--- src/hdl/rfm_pkg.sv ---
// rfm_pkg: item types, datapath command and status types, register indexes
// for the regression fit metrics unit; no dependencies
package rfm_pkg;

  localparam int unsigned ADDR_W    = 5;
  localparam int unsigned REG_IDX_W = 3;

  localparam logic [REG_IDX_W-1:0] REG_COEF_0     = 3'd0;
  localparam logic [REG_IDX_W-1:0] REG_COEF_1     = 3'd1;
  localparam logic [REG_IDX_W-1:0] REG_COEF_2     = 3'd2;
  localparam logic [REG_IDX_W-1:0] REG_COEF_3     = 3'd3;
  localparam logic [REG_IDX_W-1:0] REG_TOTAL_MODE = 3'd4;

  // square operand select
  localparam logic [1:0] SQ_OBS  = 2'd0;
  localparam logic [1:0] SQ_PRED = 2'd1;
  localparam logic [1:0] SQ_RES  = 2'd2;
  localparam logic [1:0] SQ_X    = 2'd3;

  // divide job select
  localparam logic [1:0] DIV_MEAN = 2'd0;
  localparam logic [1:0] DIV_YBAR = 2'd1;
  localparam logic [1:0] DIV_PBAR = 2'd2;
  localparam logic [1:0] DIV_RSQ  = 2'd3;

  // total sum pass select
  localparam logic [1:0] PASS_Y = 2'd0;
  localparam logic [1:0] PASS_P = 2'd1;
  localparam logic [1:0] PASS_D = 2'd2;

  typedef struct packed {
    logic signed [31:0] feat_0;
    logic signed [31:0] feat_1;
    logic signed [31:0] feat_2;
    logic signed [31:0] feat_3;
    logic signed [31:0] observed;
    logic               last_row;
  } in_item_t;

  typedef struct packed {
    logic signed [31:0] residual;
    logic        [30:0] rmse;
    logic signed [31:0] r_squared;
    logic               stats_valid;
    logic               fit_error;
  } out_item_t;

  typedef enum logic [4:0] {
    OP_NONE,
    OP_LOAD,
    OP_MUL_FEAT,
    OP_ACC_PRED,
    OP_RESID,
    OP_MUL_SQ,
    OP_ACC_SQ,
    OP_DIV,
    OP_TAKE_DIV,
    OP_SQRT,
    OP_TAKE_RMSE,
    OP_X_DIFF,
    OP_TAKE_S,
    OP_MUL_LO,
    OP_MUL_HI,
    OP_TAKE_T,
    OP_COMB,
    OP_ADD_RES,
    OP_CHK,
    OP_OUT
  } dp_op_e;

  typedef struct packed {
    dp_op_e     op;
    logic [1:0] idx;
  } cmd_t;

  typedef struct packed {
    logic div_done;
    logic sqrt_done;
    logic upd;
    logic last;
    logic count_zero;
    logic mean_big;
    logic mode;
    logic out_free;
    logic total_zero;
  } status_t;

endpackage

--- src/hdl/rfm_ctrl.sv ---
// rfm_ctrl: sequencer that steps the datapath through one row and, on the
// last row, through the fit statistics; uses rfm_pkg
module rfm_ctrl import rfm_pkg::*; #(
  parameter int unsigned NUM_FEATURES = 4
) (
  input  logic    clk_i,
  input  logic    rst_ni,
  input  logic    in_valid_i,
  output logic    in_ready_o,
  input  status_t status_i,
  output cmd_t    cmd_o
);

  typedef enum logic [25:0] {
    S_IDLE    = 26'h0000001,
    S_MUL_F   = 26'h0000002,
    S_ACC_F   = 26'h0000004,
    S_RESID   = 26'h0000008,
    S_MUL_SQ  = 26'h0000010,
    S_ACC_SQ  = 26'h0000020,
    S_DIV_M   = 26'h0000040,
    S_W_DIV_M = 26'h0000080,
    S_SQRT    = 26'h0000100,
    S_W_SQRT  = 26'h0000200,
    S_DIV_Y   = 26'h0000400,
    S_W_DIV_Y = 26'h0000800,
    S_DIV_P   = 26'h0001000,
    S_W_DIV_P = 26'h0002000,
    S_X_DIFF  = 26'h0004000,
    S_MUL_X   = 26'h0008000,
    S_TAKE_S  = 26'h0010000,
    S_MUL_LO  = 26'h0020000,
    S_MUL_HI  = 26'h0040000,
    S_TAKE_T  = 26'h0080000,
    S_COMB    = 26'h0100000,
    S_ADD_RES = 26'h0200000,
    S_CHK     = 26'h0400000,
    S_DIV_R   = 26'h0800000,
    S_W_DIV_R = 26'h1000000,
    S_OUT     = 26'h2000000
  } state_e;

  state_e     state_q, state_d, row_end;
  logic [1:0] k_q, k_d, j_q, j_d, pass_q, pass_d;

  // statistics only on a last row with rows counted
  assign row_end = (status_i.last && !status_i.count_zero) ? S_DIV_M : S_OUT;

  always_comb begin
    state_d   = state_q;
    k_d       = k_q;
    j_d       = j_q;
    pass_d    = pass_q;
    cmd_o.op  = OP_NONE;
    cmd_o.idx = 2'd0;
    case (state_q)
      S_IDLE: begin
        if (in_valid_i) begin
          cmd_o.op = OP_LOAD;
          k_d      = 2'd0;
          state_d  = S_MUL_F;
        end
      end
      S_MUL_F: begin
        cmd_o.op  = OP_MUL_FEAT;
        cmd_o.idx = k_q;
        state_d   = S_ACC_F;
      end
      S_ACC_F: begin
        cmd_o.op = OP_ACC_PRED;
        if (k_q == 2'(NUM_FEATURES - 1)) begin
          state_d = S_RESID;
        end else begin
          k_d     = k_q + 2'd1;
          state_d = S_MUL_F;
        end
      end
      S_RESID: begin
        cmd_o.op = OP_RESID;
        j_d      = SQ_OBS;
        state_d  = status_i.upd ? S_MUL_SQ : row_end;
      end
      S_MUL_SQ: begin
        cmd_o.op  = OP_MUL_SQ;
        cmd_o.idx = j_q;
        state_d   = S_ACC_SQ;
      end
      S_ACC_SQ: begin
        cmd_o.op  = OP_ACC_SQ;
        cmd_o.idx = j_q;
        if (j_q == SQ_RES) begin
          state_d = row_end;
        end else begin
          j_d     = j_q + 2'd1;
          state_d = S_MUL_SQ;
        end
      end
      S_DIV_M: begin
        cmd_o.op  = OP_DIV;
        cmd_o.idx = DIV_MEAN;
        state_d   = S_W_DIV_M;
      end
      S_W_DIV_M: begin
        cmd_o.idx = DIV_MEAN;
        if (status_i.div_done) begin
          cmd_o.op = OP_TAKE_DIV;
          state_d  = S_SQRT;
        end
      end
      S_SQRT: begin
        cmd_o.op = OP_SQRT;
        state_d  = status_i.mean_big ? S_DIV_Y : S_W_SQRT;
      end
      S_W_SQRT: begin
        if (status_i.sqrt_done) begin
          cmd_o.op = OP_TAKE_RMSE;
          state_d  = S_DIV_Y;
        end
      end
      S_DIV_Y: begin
        cmd_o.op  = OP_DIV;
        cmd_o.idx = DIV_YBAR;
        state_d   = S_W_DIV_Y;
      end
      S_W_DIV_Y: begin
        cmd_o.idx = DIV_YBAR;
        if (status_i.div_done) begin
          cmd_o.op = OP_TAKE_DIV;
          pass_d   = PASS_Y;
          state_d  = status_i.mode ? S_MUL_X : S_DIV_P;
        end
      end
      S_DIV_P: begin
        cmd_o.op  = OP_DIV;
        cmd_o.idx = DIV_PBAR;
        state_d   = S_W_DIV_P;
      end
      S_W_DIV_P: begin
        cmd_o.idx = DIV_PBAR;
        if (status_i.div_done) begin
          cmd_o.op = OP_TAKE_DIV;
          pass_d   = PASS_P;
          state_d  = S_MUL_X;
        end
      end
      S_X_DIFF: begin
        cmd_o.op = OP_X_DIFF;
        pass_d   = PASS_D;
        state_d  = S_MUL_X;
      end
      S_MUL_X: begin
        cmd_o.op  = OP_MUL_SQ;
        cmd_o.idx = SQ_X;
        state_d   = S_TAKE_S;
      end
      S_TAKE_S: begin
        cmd_o.op = OP_TAKE_S;
        state_d  = S_MUL_LO;
      end
      S_MUL_LO: begin
        cmd_o.op = OP_MUL_LO;
        state_d  = S_MUL_HI;
      end
      S_MUL_HI: begin
        cmd_o.op = OP_MUL_HI;
        state_d  = S_TAKE_T;
      end
      S_TAKE_T: begin
        cmd_o.op = OP_TAKE_T;
        state_d  = S_COMB;
      end
      S_COMB: begin
        cmd_o.op  = OP_COMB;
        cmd_o.idx = pass_q;
        case (pass_q)
          PASS_Y:  state_d = S_CHK;
          PASS_P:  state_d = S_X_DIFF;
          default: state_d = S_ADD_RES;
        endcase
      end
      S_ADD_RES: begin
        cmd_o.op = OP_ADD_RES;
        state_d  = S_CHK;
      end
      S_CHK: begin
        cmd_o.op = OP_CHK;
        state_d  = S_DIV_R;
      end
      S_DIV_R: begin
        // a zero total was flagged by the check, skip the quotient
        cmd_o.idx = DIV_RSQ;
        if (status_i.total_zero) begin
          state_d = S_OUT;
        end else begin
          cmd_o.op = OP_DIV;
          state_d  = S_W_DIV_R;
        end
      end
      S_W_DIV_R: begin
        cmd_o.idx = DIV_RSQ;
        if (status_i.div_done) begin
          cmd_o.op = OP_TAKE_DIV;
          state_d  = S_OUT;
        end
      end
      S_OUT: begin
        if (status_i.out_free) begin
          cmd_o.op = OP_OUT;
          state_d  = S_IDLE;
        end
      end
      default: state_d = S_IDLE;
    endcase
  end

  always_ff @(posedge clk_i or negedge rst_ni) begin
    if (!rst_ni) begin
      state_q <= S_IDLE;
      k_q     <= '0;
      j_q     <= '0;
      pass_q  <= '0;
    end else begin
      state_q <= state_d;
      k_q     <= k_d;
      j_q     <= j_d;
      pass_q  <= pass_d;
    end
  end

  assign in_ready_o = (state_q == S_IDLE);

endmodule

--- config.mk ---
export PLATFORM = sky130hd
export DESIGN_NAME = rfm_ctrl
export DESIGN_NICKNAME = d
export VERILOG_FILES = /design/src/hdl/rfm_pkg.sv /design/src/hdl/rfm_ctrl.sv
export SDC_FILE = /design/constraint.sdc
export NUM_CORES = 1
export LEC_CHECK = 0
export ABC_CLOCK_PERIOD_IN_PS = 7250
export BUFFER_PORTS_ARGS = -buffer_cell sky130_fd_sc_hd__buf_2
export CAP_MARGIN = 20
export CORE_MARGIN = 3
export CORE_UTILIZATION = 30
export DETAILED_ROUTE_END_ITERATION = 10
export PLACE_DENSITY_LB_ADDON = 0.05
export SETUP_SLACK_MARGIN = 0.1
export SYNTH_ARGS = -nofsm -noshare
export SYNTH_HDL_FRONTEND = slang
export SYNTH_SLANG_ARGS = --single-unit
--- constraint.sdc ---
create_clock -name clk_i -period 7.25 [get_ports clk_i]
set_input_delay 1.0875 -clock clk_i [delete_from_list [all_inputs] [get_ports clk_i]]
set_output_delay 1.0875 -clock clk_i [all_outputs]
set_load 0.1 [all_outputs]
==> flow_summary.json <==
{
  "dp_hpwl_mm": 5.48,
  "min_period_over_period_pct": 58.9,
  "die_x_um": 93.3,
  "cp-start-kind": "flip-flop",
  "dpl_cell_area_sq_um": 2480,
  "insertion_delay_ns": 0.29,
  "final.setup.tns_ns": 0,
  "final_common_cell": "dfrtp_1",
  "synth_cell_type_count": 59,
  "start_util_pct": 31.2,
  "setup_viol": 0,
  "arrival_ns": 3.18,
  "power.density_nw_per_um2": 241,
  "rr_startpoint": "state_q[13]",
  "dieArea_sq_um": 8710,
  "avgSynthCellArea_sq_um": 9.41,
  "synth_top_family_by_area": "simple AND/OR/NAND/NOR gates",
  "cp_max_fo": 10,
  "wl_met3_um": 285,
  "vias": 2054,
  "fp.coreArea_sq_um": 7330,
  "cts_setup_buffers": 0,
  "wl_met1_mm": 3.27,
  "status": "finished clean",
  "seq_area_sq_um": 802,
  "rows": 31,
  "design_area_sq_um": 2570,
  "cts_max_level": 2,
  "drv_cap": 0,
  "min-delay-start": "j_q[0]",
  "finClkSkew_ns": 0.00426,
  "syn-num-nets": 257,
  "max_freq_mhz": 234,
  "wl_met2_mm": 3.26,
  "synth_compound_area_share_pct": 14.6,
  "nFillCells": 781,
  "slew_violations": 0,
  "endpoint_kind": "output pin",
  "grtUsageTotal_pct": 17.5,
  "drive_above_1_share_pct": 19.9,
  "period_needed_ns": 4.27,
  "rsz0062_at_grt": "no",
  "syn_area_sq_um": 2290,
  "layout.nets": 279,
  "cp.required_ns": 6.16,
  "slew_headroom_pct": 45.7,
  "cts_resized": 0,
  "clkTransAtPathRegs_ns": 0.07,
  "synthAdderAreaFrac_pct": 1.09,
  "synthArstFlopShare_pct": 100,
  "die_h_um": 93.3,
  "hold_depth": 1,
  "leakagePower_nw": 1.22,
  "cts_tree": "yes",
  "routed_wl_mm": 7.00,
  "utilization_pct": 35.1,
  "drc": 0,
  "gp_congestion": 0.805,
  "place_ws_ns": 3.35,
  "cts_buffer_depth": 2,
  "vias_per_cell": 5.63,
  "antenna_cells": 0,
  "drtPass1Iterations": 4,
  "multiInputGateArea_sq_um": 1430,
  "layout_setup_ws_ns": 2.98,
  "antenna_found_initial": 0,
  "postCtsHoldBufs": 0,
  "finalHoldViolCount": 0,
  "ios": 20,
  "final_cell_mix": "31 x dfrtp_1, 22 x nor2_1, 19 x buf_2",
  "grt_pass1_wl_mm": 11.5,
  "worstHoldPathType": "flip-flop to flip-flop",
  "yosys_most_used_dff": "dfrtp_1",
  "netlist_instances": 243,
  "rrSetupSlack_ns": 4.64,
  "syn_to_final_growth_pct": 12.5,
  "reg2regPathDepth": 6,
  "grt_pass1_vias": 2077,
  "cts.sinks": 32,
  "muxShareOfSynthArea_pct": 0.438,
  "yosysSeqAreaShare_pct": 35.1,
  "grt_max_degree": 33,
  "timing.rr.end": "state_q[7]",
  "cts-buffers-inserted": 5,
  "synth_xor_xnor_area_share_pct": 2.30,
  "io_buffers": 19,
  "peakVddDrop_v": 0.0000665,
  "synth_edf_count": 0,
  "timing.hold.ws_ns": 0.532,
  "ant_nets": 0,
  "cts_root_buf": "clkbuf_8",
  "synth_simple_gate_area_share_pct": 44.1,
  "overflow": 0,
  "drt-initial-drc-count": 102,
  "worstMarginPinSlew_ns": 0.808,
  "highest_layer": "met4",
  "post_drt_wl_per_cell_um": 19.2,
  "synth-seq-cells": 32,
  "synth_warnings": 0,
  "path_class": "flip-flop to output pin",
  "holdPathEnd": "j_q[0]"
}
area by class of cell:
cell class	instances	share of cell area, %
multi-input cells	198	55.5
flip-flops and latches	32	31.2
well taps	99	4.81
repair buffers	19	3.69
clock buffers	8	3.50
inverters	9	1.31
how the worst max path moves through the flow:
stage,start,to,slack (ns)
final,state_q[13],cmd_o[3],2.98
after global routing,state_q[13],cmd_o[3],2.82
after CTS,state_q[13],cmd_o[3],3.01
after detailed placement,state_q[13],cmd_o[3],3.35
after global placement,status_i[0],cmd_o[2],3.32
after floorplan,state_q[13],cmd_o[2],2.62
sequential cells by signal, indices dropped and copies added, names as in the netlist:
| signal | flops |
|---|---|
| pass_q | 2 |
| k_q | 2 |
| j_q | 2 |
| state_q | 26 |
kinds of logic after synthesis:
logic type	Yosys count
and+or+nand+nor	145
AOI/OAI and AO/OA	44
DFF	32
buffers and inverters	13
xor gates and xnor gates	6
adders and majority gates	2
muxes	1
synthesized netlist by cell type, drive strengths merged, types with 6 or more instances:
cell type  number  area share, %
a21oi           6            1.3
dfrtp          31             34
inv             9            1.5
nand2          17            2.9
nand2b          9            2.5
nand3          10            3.2
nand3b          7            2.3
nor2           24            4.2
nor2b           9            2.5
nor3           14            3.7
nor4           18            9.7
o21ai          13            2.8
or4             6            2.3
routing by layer:
layer	global-route usage, %	vias up
met3	2.90	14
met4	6.23	0
li1	-	970
met5	0	-
met1	23.8	1005
met2	27.8	65
report_power, final:
group          internal [mW]  total (mW)  switching, mW
Clock                 0.0775       0.148         0.0703
Combinational         0.0681       0.264          0.195
Sequential             0.191       0.208         0.0172
Total                  0.337       0.620          0.283
through the flow:
stage	power, mW	instances
finish	0.620	365
global route	0.656	365
CTS	0.624	365
detailed placement	0.475	357
global placement	0.478	357
floorplan	0.411	243
critical path: stages, from the launching register on:
cell and delay [ns]:
dfrtp_1 0.48, nor4_4 0.71, nand3_2 0.27, nor4_2 0.45, a311oi_1 0.22, and3_1 0.22, nand3_1 0.10, buf_2 0.43
No activity file was read; power rests on OpenSTA's default activity.
